<file path="config.mk">
export PLATFORM = sky130hd
export DESIGN_NAME = ims_spin_ram
export DESIGN_NICKNAME = d
export VERILOG_FILES = /design/src/hw/rtl/ising_metropolis_sweep_unit_assert.svh /design/src/hw/rtl/ims_spin_ram.sv
export SDC_FILE = /design/constraint.sdc
export NUM_CORES = 2
export LEC_CHECK = 0
export BUFFER_PORTS_ARGS = -buffer_cell sky130_fd_sc_hd__buf_2
export CORE_MARGIN = 2
export CORE_UTILIZATION = 45
export CTS_CLUSTER_SIZE = 30
export DETAILED_ROUTE_END_ITERATION = 8
export SLEW_MARGIN = 20
export SYNTH_ARGS = -nofsm -noshare
export SYNTH_HDL_FRONTEND = slang
export SYNTH_SLANG_ARGS = --single-unit
</file>
<file path="constraint.sdc">
create_clock -name clock -period 5.47 [get_ports clock]
set_input_delay 0.547 -clock clock [delete_from_list [all_inputs] [get_ports clock]]
set_output_delay 0.547 -clock clock [all_outputs]
set_load 0.02 [all_outputs]
</file>
<file path="src/hw/rtl/ising_metropolis_sweep_unit_assert.svh">
// Assertion macros for the Ising Metropolis sweep unit
`ifndef ISING_METROPOLIS_SWEEP_UNIT_ASSERT_SVH
`define ISING_METROPOLIS_SWEEP_UNIT_ASSERT_SVH

// same-cycle implication, sampled on the rising edge, off during reset
`define IMS_ASSERT_NOW(lbl, ante, cons, msg) \
   lbl: assert property (@(posedge clock) disable iff (reset) (ante) |-> (cons)) \
      else $error(msg);

// next-cycle implication, sampled on the rising edge, off during reset
`define IMS_ASSERT_NEXT(lbl, ante, cons, msg) \
   lbl: assert property (@(posedge clock) disable iff (reset) (ante) |=> (cons)) \
      else $error(msg);

`endif

</file>
<file path="src/hw/rtl/ims_spin_ram.sv">
// Row-wide spin memory: one write port, one registered read port with enable
module ims_spin_ram #(
   parameter int DEPTH = 64,
   parameter int WIDTH = 64,
   parameter int AW    = 6
) (
   input  logic             clock,
   input  logic             we,
   input  logic [AW-1:0]    waddr,
   input  logic [WIDTH-1:0] wdata,
   input  logic             re,
   input  logic [AW-1:0]    raddr,
   output logic [WIDTH-1:0] rdata
);

   logic [WIDTH-1:0] mem [DEPTH];
   logic [WIDTH-1:0] rdata_ff;

   always_ff @(posedge clock) begin
      if (we) begin
         mem[waddr] <= wdata;
      end
   end

   always_ff @(posedge clock) begin
      if (re) begin
         rdata_ff <= mem[raddr];
      end
   end

   assign rdata = rdata_ff;

endmodule

</file>
==> qor.txt <==
status: finished, final reports clean
drt initial violations: 10297
Root Driver: clkbuf_16
DRT Pass-1 Iters: 6
total CTS buffers: 416
share of cells above drive strength 1: 28.2%
CORE AREA: 347000 µm²
sequential share of power: 53.7%
crit path kind: in -> reg
H-tree levels: 5
Warnings, synthesis: 0
Synthesized Nets: 6677
net switching power: 14.1 mW
num ports: 143
VDD IR-drop max: 0.000308 V
# nets final: 7125
RSZ-0062 raised after global routing: false
area of the multi-input gates: 30800 µm²
pin count of the biggest net entering global routing: 87
CP top delay family: simple AND/OR/NAND/NOR gates
CP endpoint kind: flip-flop
detailed-route wire length: 441000 µm
filler cell count: 26644
gate count after technology mapping: 6598
total gr overflow: 0
most frequent cells in the layout: 4160 x edfxtp_1, 1024 x mux4_2, 422 x clkbuf_16, 201 x buf_4, 168 x a22oi_1
Starting Density: 45.3%
FF+latch area: 125000 µm²
period utilization: 50.8%
Layout area overhead: 13.6%
most common cell after layout, fill and taps aside: edfxtp_1
FF-to-FF Start: mem[55][8]
PortBufs: 142
clock-pin slew on the worst setup and hold paths: 60 ps
r2r endpoint: rdata[8]
PD cells: 371 nW/µm²
Reg2Reg Setup Slack: 3230 ps
initial antenna violation count: 29
Mean Syn Cell Area: 23.8 µm²
remaining antenna violation count: 0
Max-slew headroom: 22.7%
clk_lat worst skew: 970 ps
Synth cell types: 32
final worst path period need: 2780 ps
Hold Buf Count CTS: 0
setup TNS: 0 ps
Hold Crit Endpoint: mem[0][36]
number of global-route vias before repair: 76216
Final Cell Area: 178000 µm²
Worst path max stage delay: 1070 ps
Final setup viols: 0
leakage: 55.3 nW
Hold WC Path Type: in -> reg
Logic pwr share: 4.6%
MaxCap Viol Count: 0
number of gates resized after cts: 0
worst hold stages: 1
CP max FO: 18
die width: 595 µm
Hold Fails Final Rpt: 0
Crit path arrival time: 3360 ps
Setup Skew: 31.3 ps
CP Data Required Time: 6050 ps
Buf/Inv on CP: 2
Crit path depth: 5
total track usage: 24.7%
global-route wire length before repair: 611000 µm
sequential fraction of the synthesis area: 79.6%
Slowest-stage cell, CP: nor2_4
internal power: 52.0 mW
CTS tree: yes
die area: 354000 µm²
Min-Delay Startpoint: wdata[36]
Post-Place Worst Slack: 1760 ps
element type at the critical path start: input pin
GPL Wtd Cong: 0.785
DRC: 0
Post-Syn Area: 157000 µm²
CTS max path bufs: 4
Tot Pwr: 66.1 mW
clock power share: 41.7%
FF-to-FF path depth: 5
Final Core Density: 51.4%
flops & latches, synth: 4160
sw frac: 21.3%
mean routed wirelength per cell: 36.8 µm
DR vias/cell: 6.36
Highest Clock Rate: 360 MHz
Clock Sinks: 4160
Die H: 595 µm
Post-CTS Repair Setup Buffers: 0
critical path cell sequence: buf_2 > nor2b_1 > nand3_1 > nor2_4 > buf_4
DP Area: 165000 µm²
max-slew violations: 0
via count: 76182
dpl hpwl: 229000 µm
Setup WS post-layout: 2690 ps
Slew @ Worst Pin: 1160 ps
row count: 216
-- state kept, by name, summed over array words and instances (netlist names) --
| signal | count |
|---|---|
| mem | 4096 |
| rdata | 64 |
-- synthesized netlist by cell type --
| cell | number | share of area [%] |
|---|---|---|
| edfxtp_1 | 4160 | 80 |
| mux4_2 | 1024 | 15 |
| buf_2 | 170 | 0.54 |
| a22oi_1 | 168 | 0.80 |
| clkbuf_1 | 140 | 0.33 |
| mux2i_1 | 135 | 0.86 |
| nor2_1 | 112 | 0.27 |
| a22o_1 | 88 | 0.49 |
| o22ai_1 | 83 | 0.33 |
| and3_1 | 64 | 0.26 |
| a211oi_1 | 63 | 0.30 |
| nand2_1 | 58 | 0.14 |
| nand3_1 | 45 | 0.14 |
| o221ai_1 | 38 | 0.21 |
| buf_4 | 34 | 0.16 |
| or3_1 | 29 | 0.12 |
| nor2b_1 | 28 | 0.11 |
| or2_2 | 28 | 0.11 |
| a41oi_1 | 26 | 0.15 |
| buf_1 | 20 | 0.048 |
| a2bb2oi_1 | 19 | 0.11 |
| inv_1 | 19 | 0.045 |
| a31oi_1 | 18 | 0.072 |
| nand2b_1 | 11 | 0.044 |
| buf_6 | 6 | 0.043 |
| and2_1 | 3 | 0.012 |
| nand3b_1 | 2 | 0.0096 |
| nand4_1 | 2 | 0.0080 |
| nor3_1 | 2 | 0.0064 |
| a31o_1 | 1 | 0.0056 |
| nand4b_1 | 1 | 0.0056 |
| or3b_2 | 1 | 0.0056 |
-- cell families (layout without fill, tap and decap cells) --
group / count (synthesis) / count (layout) / synth area share [%]
AOI/OAI and AO/OA: 504 / 504 / 2.47
DFF: 4160 / 4160 / 79.6
muxes: 1159 / 1159 / 15.6
and+or+nand+nor: 386 / 386 / 1.23
buffers and inverters: 389 / 1183 / 1.18
other: 0 / 16 / 0
-- routing by layer --
metal  vias up  GRT usage, %  part of all wire [%]
li1      29487             -                     -
met1     42202          35.1                    40
met2      3820          40.2                    49
met3       661          3.57                   8.2
met4        12          7.06                   2.8
met5         -             0                 0.020
-- area by class of cell --
class / count / area share, %
flip-flops and latches: 4160 / 70.0
multi-input cells: 2049 / 17.3
clock buffers: 519 / 6.12
well taps: 4578 / 3.21
repair buffers: 400 / 2.09
clock inverters: 245 / 1.21
inverters: 19 / 0.0400
diodes: 16 / 0.0224
-- worst register-to-register path, delay by kind of cell (launching register included) --
| family | cells | cell delay (ps) |
|---|---|---|
| AOI/OAI and AO/OA | 3 | 890 |
| muxes | 2 | 720 |
| DFF | 1 | 350 |
-- worst max-delay path by stage --
stage / startpoint / end / slack (ps)
floorplan: waddr[5] / mem[39][0] / 890
global placement: raddr[0] / rdata[41] / 1770
detailed placement: raddr[0] / rdata[40] / 1760
CTS: raddr[0] / rdata[40] / 2800
global route: raddr[0] / rdata[40] / 2540
finish: we / mem[46][44] / 2690
-- power groups by stage --
stage,combinational (mW),sequential [mW],clock (mW)
2_1_floorplan,1.65,36.2,0
3_3_place_gp,3.00,36.2,0
3_5_place_dp,3.06,36.2,0
4_1_cts,3.06,35.5,27.9
5_1_grt,3.22,35.5,29.2
6_report,3.05,35.5,27.6
-- per-stage QoR --
step | std cells | hold slack (ps)
4_1_cts | 11964 | 213
5_1_grt | 11975 | 10.6
2_1_floorplan | 6598 | 646
3_5_place_dp | 11200 | 911
3_3_place_gp | 11199 | 886
6_report | 11986 | 19.7
No activity file was read; power rests on OpenSTA's default activity.
