**src/hw/rtl/ising_metropolis_sweep_unit_assert.svh**
```systemverilog
// Assertion macros for the Ising Metropolis sweep unit
`ifndef ISING_METROPOLIS_SWEEP_UNIT_ASSERT_SVH
`define ISING_METROPOLIS_SWEEP_UNIT_ASSERT_SVH

// same-cycle implication, sampled on the rising edge, off during reset
`define IMS_ASSERT_NOW(lbl, ante, cons, msg) \
   lbl: assert property (@(posedge clock) disable iff (reset) (ante) |-> (cons)) \
      else $error(msg);

// next-cycle implication, sampled on the rising edge, off during reset
`define IMS_ASSERT_NEXT(lbl, ante, cons, msg) \
   lbl: assert property (@(posedge clock) disable iff (reset) (ante) |=> (cons)) \
      else $error(msg);

`endif

```
**src/hw/rtl/ims_pkg.sv**
```systemverilog
// Shared types and constants for the Ising Metropolis sweep unit
package ims_pkg;

   localparam int COORD_W    = 6;
   localparam int PROB_W     = 16;
   localparam int SIDE_W     = 7;
   localparam int CSR_IDX_W  = 2;
   localparam int CSR_DATA_W = 16;

   localparam logic [SIDE_W-1:0] SIDE_RESET = 7'd64;

   localparam logic KIND_UPDATE = 1'b0;
   localparam logic KIND_READ   = 1'b1;

   localparam logic [CSR_IDX_W-1:0] CSR_SIDE      = 2'd0;
   localparam logic [CSR_IDX_W-1:0] CSR_PROB_TWO  = 2'd1;
   localparam logic [CSR_IDX_W-1:0] CSR_PROB_FOUR = 2'd2;

   typedef struct packed {
      logic               kind;
      logic [PROB_W-1:0]  random_value;
      logic [COORD_W-1:0] read_row;
      logic [COORD_W-1:0] read_col;
   } ims_req_type;

   typedef struct packed {
      logic [COORD_W-1:0] site_row;
      logic [COORD_W-1:0] site_col;
      logic               spin_up;
      logic               flipped;
      logic               sweep_end;
   } ims_rsp_type;

   typedef struct packed {
      logic centre;
      logic up;
      logic down;
      logic left;
      logic right;
   } ims_nbr_type;

endpackage

```
**src/hw/rtl/ims_flip_decide.sv**
```systemverilog
// Metropolis acceptance test from the centre spin and its four neighbours
module ims_flip_decide (
   input  ims_pkg::ims_nbr_type            nbr,
   input  logic [ims_pkg::PROB_W-1:0]      random_value,
   input  logic [ims_pkg::PROB_W-1:0]      prob_two,
   input  logic [ims_pkg::PROB_W-1:0]      prob_four,
   output logic                            flip
);
   import ims_pkg::*;

   logic [2:0] agree;

   assign agree = {2'b00, nbr.up    ~^ nbr.centre}
                + {2'b00, nbr.down  ~^ nbr.centre}
                + {2'b00, nbr.left  ~^ nbr.centre}
                + {2'b00, nbr.right ~^ nbr.centre};

   always_comb begin
      case (agree)
         3'd3:    flip = random_value < prob_two;
         3'd4:    flip = random_value < prob_four;
         default: flip = 1'b1;
      endcase
   end

endmodule

```
**config.mk**
```make
export PLATFORM = sky130hd
export DESIGN_NAME = ims_flip_decide
export DESIGN_NICKNAME = d
export VERILOG_FILES = /design/src/hw/rtl/ising_metropolis_sweep_unit_assert.svh /design/src/hw/rtl/ims_pkg.sv /design/src/hw/rtl/ims_flip_decide.sv
export SDC_FILE = /design/constraint.sdc
export NUM_CORES = 1
export LEC_CHECK = 0
export BUFFER_PORTS_ARGS = -buffer_cell sky130_fd_sc_hd__buf_2
export CORE_MARGIN = 2
export CORE_UTILIZATION = 46
export DETAILED_ROUTE_END_ITERATION = 7
export PLACE_DENSITY = 0.95
export RECOVER_POWER = 100
export REMOVE_ABC_BUFFERS = 1
export SYNTH_ARGS = -nofsm -noshare
export SYNTH_HDL_FRONTEND = slang
export SYNTH_SLANG_ARGS = --single-unit
```
**constraint.sdc**
```tcl
create_clock -name vclk -period 2.2
set_input_delay 0.11 -clock vclk [all_inputs]
set_output_delay 0.11 -clock vclk [all_outputs]
set_load 0.03 [all_outputs]
```
==> flow_summary.toml, run 1 <==
[routing]
wl_per_cell_um = 11.1
route.detailed.drc = 0
num_vias = 1026
drt-vias-per-instance = 4.98
ant_nets = 0
wl_um = 2280
drtPass1Iterations = 4
drt_iter0_markers = 4

[setup_path]
path_cells = "buf_6 -> xor2_2 -> fa_1 -> inv_1 -> ha_2 -> ha_4 -> nor4b_4 -> o211ai_1 -> a21oi_1 -> o21ai_1 -> o211ai_1 -> buf_4"
max_stage_delay_ps = 540
path_buf_inv = 3
cp_num_cells = 12
crit_fanout = 2
crit_top_cell = "o211ai_1"
cp_top_family = "adder cells"
required_ps = 2090
critPathSlowestCell = "fa_1"
arrival_ps = 2210
worstSetupPathType = "in -> out"
cp-start-kind = "input port"
critPathCaptureType = "output pin"

[floorplan]
num_rows = 15
die-area_um2 = 2250
initial_utilization = 0.497
core_um2 = 1750
io_pins = 54
dieWidth_um = 47.4
die_y_um = 47.4

[finish]
drive_above_1_share = 0.343
seq_cell_count = 0
nClkBuffers = 0
area_growth_syn_to_layout_pct = 44.2
seqCellArea_um2 = 0
multiInputGateArea_um2 = 792
n_antenna_cell = 0
nets = 269
stdcell_area_um2 = 1250
fill_cells = 151
layoutNonFillerInstCount = 206

[placed_design]
postPlaceCellArea_um2 = 1180
place_hpwl_um = 1980
placed_cells = 205
gp_congestion = 0.827
numPortBuffers = 54

[cts]
cts_hold_buf = 0

[sta]
setup_violations = 1
finalCritPeriodShare = 1.06
drv_slew = 0
fin_ws_ps = -123
final_hold_viol_count = 0
slew_headroom = 0.822
grt_setup_unrepaired = "true"
worst_pin_slew_ps = 267
fmax_ghz = 0.431
period_needed_ps = 2320

[worst_hold_path]
hold_end = "flip"
min_path_type = "in -> out"
hold-path-cell-count = 6
hp-start = "random_value[15]"

[grt]
antenna_found_initial = 0
grt_overflow = 0
grt_pass1_wl_um = 3590
grtUsageTotal = 0.217
grt_max_degree = 5
grt_pass1_vias = 1063

[outcome]
status = "finished with violations"
violations = "negative setup slack"

[power_and_ir_drop]
p_clk_frac = 0
power_mw = 0.310
switchingPower_mw = 0.157
power_density_nw_per_um2 = 248
p_comb_frac = 1.000
leakage_nw = 0.762
p_sw_frac = 0.506
ir_drop_mv = 0.179
p_int_mw = 0.153
seq_power_share = 0

[yosys]
syn_area_per_cell_um2 = 6.94
synth_seq_area_share = 0
ys_warn_count = 0
yosysTopAreaCell = "ha_1"
synth_area_leaders = "ha_1 46%, inv_1 14%, a21oi_1 5.8%"
syn_area_um2 = 867
syn_inst = 125
synth.distinct_cells = 20
synth_top_area_frac = 0.462

[job]
drv_cap = 0
==> layout by cell type (no fill, tap or decap), types with 2 or more instances in the layout <==
master / synthesis / final
a21oi_1: 10 / 10
o211ai_1: 2 / 2
o21ai_1: 2 / 2
nor3_1: 2 / 2
nor2b_1: 2 / 2
xor2_2: 0 / 2
buf_2: 0 / 50
nor2_1: 9 / 9
o21ai_0: 7 / 7
ha_1: 32 / 30
buf_6: 0 / 3
inv_1: 32 / 32
buf_4: 0 / 3
nand2_1: 13 / 13
a211oi_1: 3 / 3
==> cells by family after synthesis <==
kind of cell / Yosys count / synth area share
xor gates and xnor gates: 4 / 0.0404
and+or+nand+nor: 30 / 0.157
buffers and inverters: 32 / 0.139
AOI/OAI and AO/OA: 26 / 0.179
adders and majority gates: 33 / 0.485
==> worst max-delay path by stage <==
stage	slack, ps	endpoint	start
global placement	-300	flip	nbr[4]
CTS	-160	flip	nbr[0]
detailed placement	-380	flip	nbr[4]
finish	-120	flip	nbr[3]
global route	-230	flip	nbr[3]
floorplan	-90	flip	nbr[4]
==> stage by stage <==
| step | utilization | worst slack, ps | hold slack (ps) | setup TNS (ps) |
|---|---|---|---|---|
| global route | 0.716 | -225 | 875 | -225 |
| floorplan | - | -94.4 | 706 | -94.4 |
| detailed placement | 0.674 | -381 | 843 | -381 |
| global placement | 0.674 | -297 | 827 | -297 |
| CTS | 0.708 | -156 | 840 | -156 |
| finish | 0.716 | -123 | 836 | -123 |
==> area by class of cell <==
type	instances	area share
multi-input combinational	93	0.634
tap	25	0.0250
timing repair buffer	56	0.245
inverter	32	0.0961
==> synthesized netlist by cell type <==
library cell / n
nor2b_1: 2
and4_1: 1
o211ai_1: 2
nand2_1: 13
nand4_1: 1
o21ai_1: 2
xor2_1: 3
or4_1: 1
a211oi_1: 3
o31ai_1: 1
fa_1: 1
ha_1: 32
a2111oi_2: 1
nor2_1: 9
xnor2_1: 1
nor3_1: 2
nor4b_1: 1
a21oi_1: 10
o21ai_0: 7
inv_1: 32
==> routing by layer <==
layer  GRT usage  vias up  part of all wire
met2       0.508       38              0.59
met4      0.0611        0             0.014
met5           0        -                 0
met1       0.173      455              0.34
li1            -      529                 -
met3      0.0226        4             0.058
==> worst min-delay path, stage by stage <==
cell      delay, ps
buf_2            90
ha_1            140
nor3_1           50
nand2_1          70
o211ai_1         90
buf_4           170
==> power by group through the flow <==
stage / Combinational [mW] / Sequential [mW] / Clock (mW)
2_1_floorplan: 0.160 / 0 / 0
3_3_place_gp: 0.240 / 0 / 0
3_5_place_dp: 0.260 / 0 / 0
4_1_cts: 0.296 / 0 / 0
5_1_grt: 0.354 / 0 / 0
6_report: 0.310 / 0 / 0
==> what timing repair did <==
action	4_1_cts	5_1_grt
pin swaps	5	5
setup buffers	1	0
gates resized for setup	9	2
setup endpoints to repair	1	1
Power figures use the tool's default switching activity.
==> inputs of run 2 (changes only) <==
Settings changed: ABC_AREA set to 1, CORE_UTILIZATION 46 to 47.
==> run 2 against run 1 <==
- the run still ends with negative setup slack left
- first-iteration DRC count rose by 100%
- clock-buffer cell count unchanged
- routed wire length decreased by 13%
- via count down 2.1%
- worst setup slack better by 87 ps
- sequential share of layout area did not move
- synthesized cell count rose by 18%
- fmax up 3.9%
- die area increased by 6.2%
- critical endpoint unchanged
- highest routed layer is now met3
==> flow_summary.toml, run 2 <==
[finish]
seq_cell_count = 0
seqCellArea_um2 = 0
nClkBuffers = 0
layoutNonFillerInstCount = 230
drive_above_1_share = 0.320
final_util = 0.678
mostFrequentLayoutCells = "51 x buf_2, 41 x inv_1, 36 x nand2_1"
n_antenna_cell = 0
fill_cells = 186
layout_commonest_cell = "buf_2"
area_growth_syn_to_layout_pct = 37.7
nets = 291

[sta]
finalCritPeriodShare = 1.02
fmax_ghz = 0.447
fin_ws_ps = -35.8
setup_violations = 1
slew_headroom = 0.852
final_hold_viol_count = 0
period_needed_ps = 2240
grt_setup_unrepaired = "true"
drv_slew = 0
holdWs_ps = 887
worst_pin_slew_ps = 220

[yosys]
synth_top_area_frac = 0.423
synthMostInstantiatedCell = "inv_1"
syn_area_per_cell_um2 = 6.39
synth_area_leaders = "ha_1 42%, inv_1 16%, nand2_1 14%"
synth.distinct_cells = 19
synth_seq_area_share = 0
yosysTopAreaCell = "ha_1"
synth_common_cells = "41 x inv_1, 36 x nand2_1, 32 x ha_1, 10 x a21oi_1, 9 x nor2_1"
ys_warn_count = 0
syn_area_um2 = 946
syn_inst = 148

[setup_path]
worstSetupPathType = "in -> out"
arrival_ps = 2130
critPathSlowestCell = "fa_1"
path_buf_inv = 3
crit_top_cell = "nand2_1"
cp-start-kind = "input port"
path_cells = "buf_4 -> xor2_2 -> fa_1 -> inv_1 -> ha_2 -> ha_4 -> nand3b_4 -> nor3b_2 -> nand2_1 -> nor2_2 -> nand2_1 -> nand3_2 -> buf_6"
cp_top_family = "adder cells"
critPathCaptureType = "output pin"
required_ps = 2090
crit_fanout = 4
max_stage_delay_ps = 560

[floorplan]
num_rows = 16
die-area_um2 = 2390
dieWidth_um = 48.9
core_um2 = 1920
io_pins = 54
initial_utilization = 0.492
die_y_um = 48.9

[routing]
drt-vias-per-instance = 4.37
wl_um = 1990
drtPass1Iterations = 2
ant_nets = 0
route.detailed.drc = 0
wl_per_cell_um = 8.63
drt_iter0_markers = 8
num_vias = 1004

[power_and_ir_drop]
leakage_nw = 0.873
ir_drop_mv = 0.156
power_density_nw_per_um2 = 245
power_mw = 0.319

[cts]
post_cts_buffers = 0
cts_hold_buf = 0

[grt]
grt_overflow = 0
grt_pass1_vias = 1010
antenna_found_initial = 0
grt_pass1_wl_um = 3730
grt_max_degree = 5
grtUsageTotal = 0.186

[outcome]
status = "finished with violations"
violations = "negative setup slack"

[placed_design]
gp_congestion = 0.725
numPortBuffers = 54
placed_cells = 230
place_hpwl_um = 1860

[worst_hold_path]
min_path_type = "in -> out"

[job]
drv_cap = 0
==> run 2: timing repair <==
action,CTS,global route
gates resized for setup,7,1
cloned,0,0
hold endpoints to repair,0,0
endpoints found under the setup margin,1,1
pin swaps,3,0
==> run 2: cell type report <==
cell class / instances / area [um^2] / area share
Timing Repair Buffer: 55 / 293 / 0.225
Multi-Input combinational cell: 107 / 822 / 0.631
Tap cell: 27 / 33.8 / 0.0259
Inverter: 41 / 154 / 0.118
==> run 2: path summary, 6_finish.rpt <==
check	depth (start not counted)	end	start	slack, ps
setup / recovery	13	flip	nbr[4]	-40
hold / removal	8	flip	random_value[15]	890
==> run 2: kinds of logic after synthesis <==
logic type               count (synthesis)  share of synthesized area
XOR/XNOR                                 4                     0.0370
AO/OA/AOI/OAI                           13                     0.0714
AND/OR/NAND/NOR                         57                      0.284
buffers and inverters                   41                      0.163
adder cells (fa/ha/maj)                 33                      0.444
==> run 2: metal layers <==
layer | share of wire | track usage
met2 | 0.52 | 0.386
met3 | 0.041 | 0.00920
met1 | 0.44 | 0.219
met5 | 0 | 0
met4 | 0 | 0
==> run 2: stage by stage <==
| step | TNS, ps | cell area (um^2) | setup WS (ps) |
|---|---|---|---|
| after detailed placement | -185 | 1260 | -185 |
| after global placement | -86.5 | 1260 | -86.5 |
| after global routing | -113 | 1300 | -113 |
| final | -35.8 | 1300 | -35.8 |
| after CTS | -35.1 | 1290 | -35.1 |
| after floorplan | 0 | 946 | 182 |
==> run 2: where the power goes <==
| group | switching (mW) | total [mW] | internal (mW) |
|---|---|---|---|
| clock network | 0 | 0 | 0 |
| logic | 0.161 | 0.319 | 0.158 |
| registers | 0 | 0 | 0 |
| total | 0.161 | 0.319 | 0.158 |
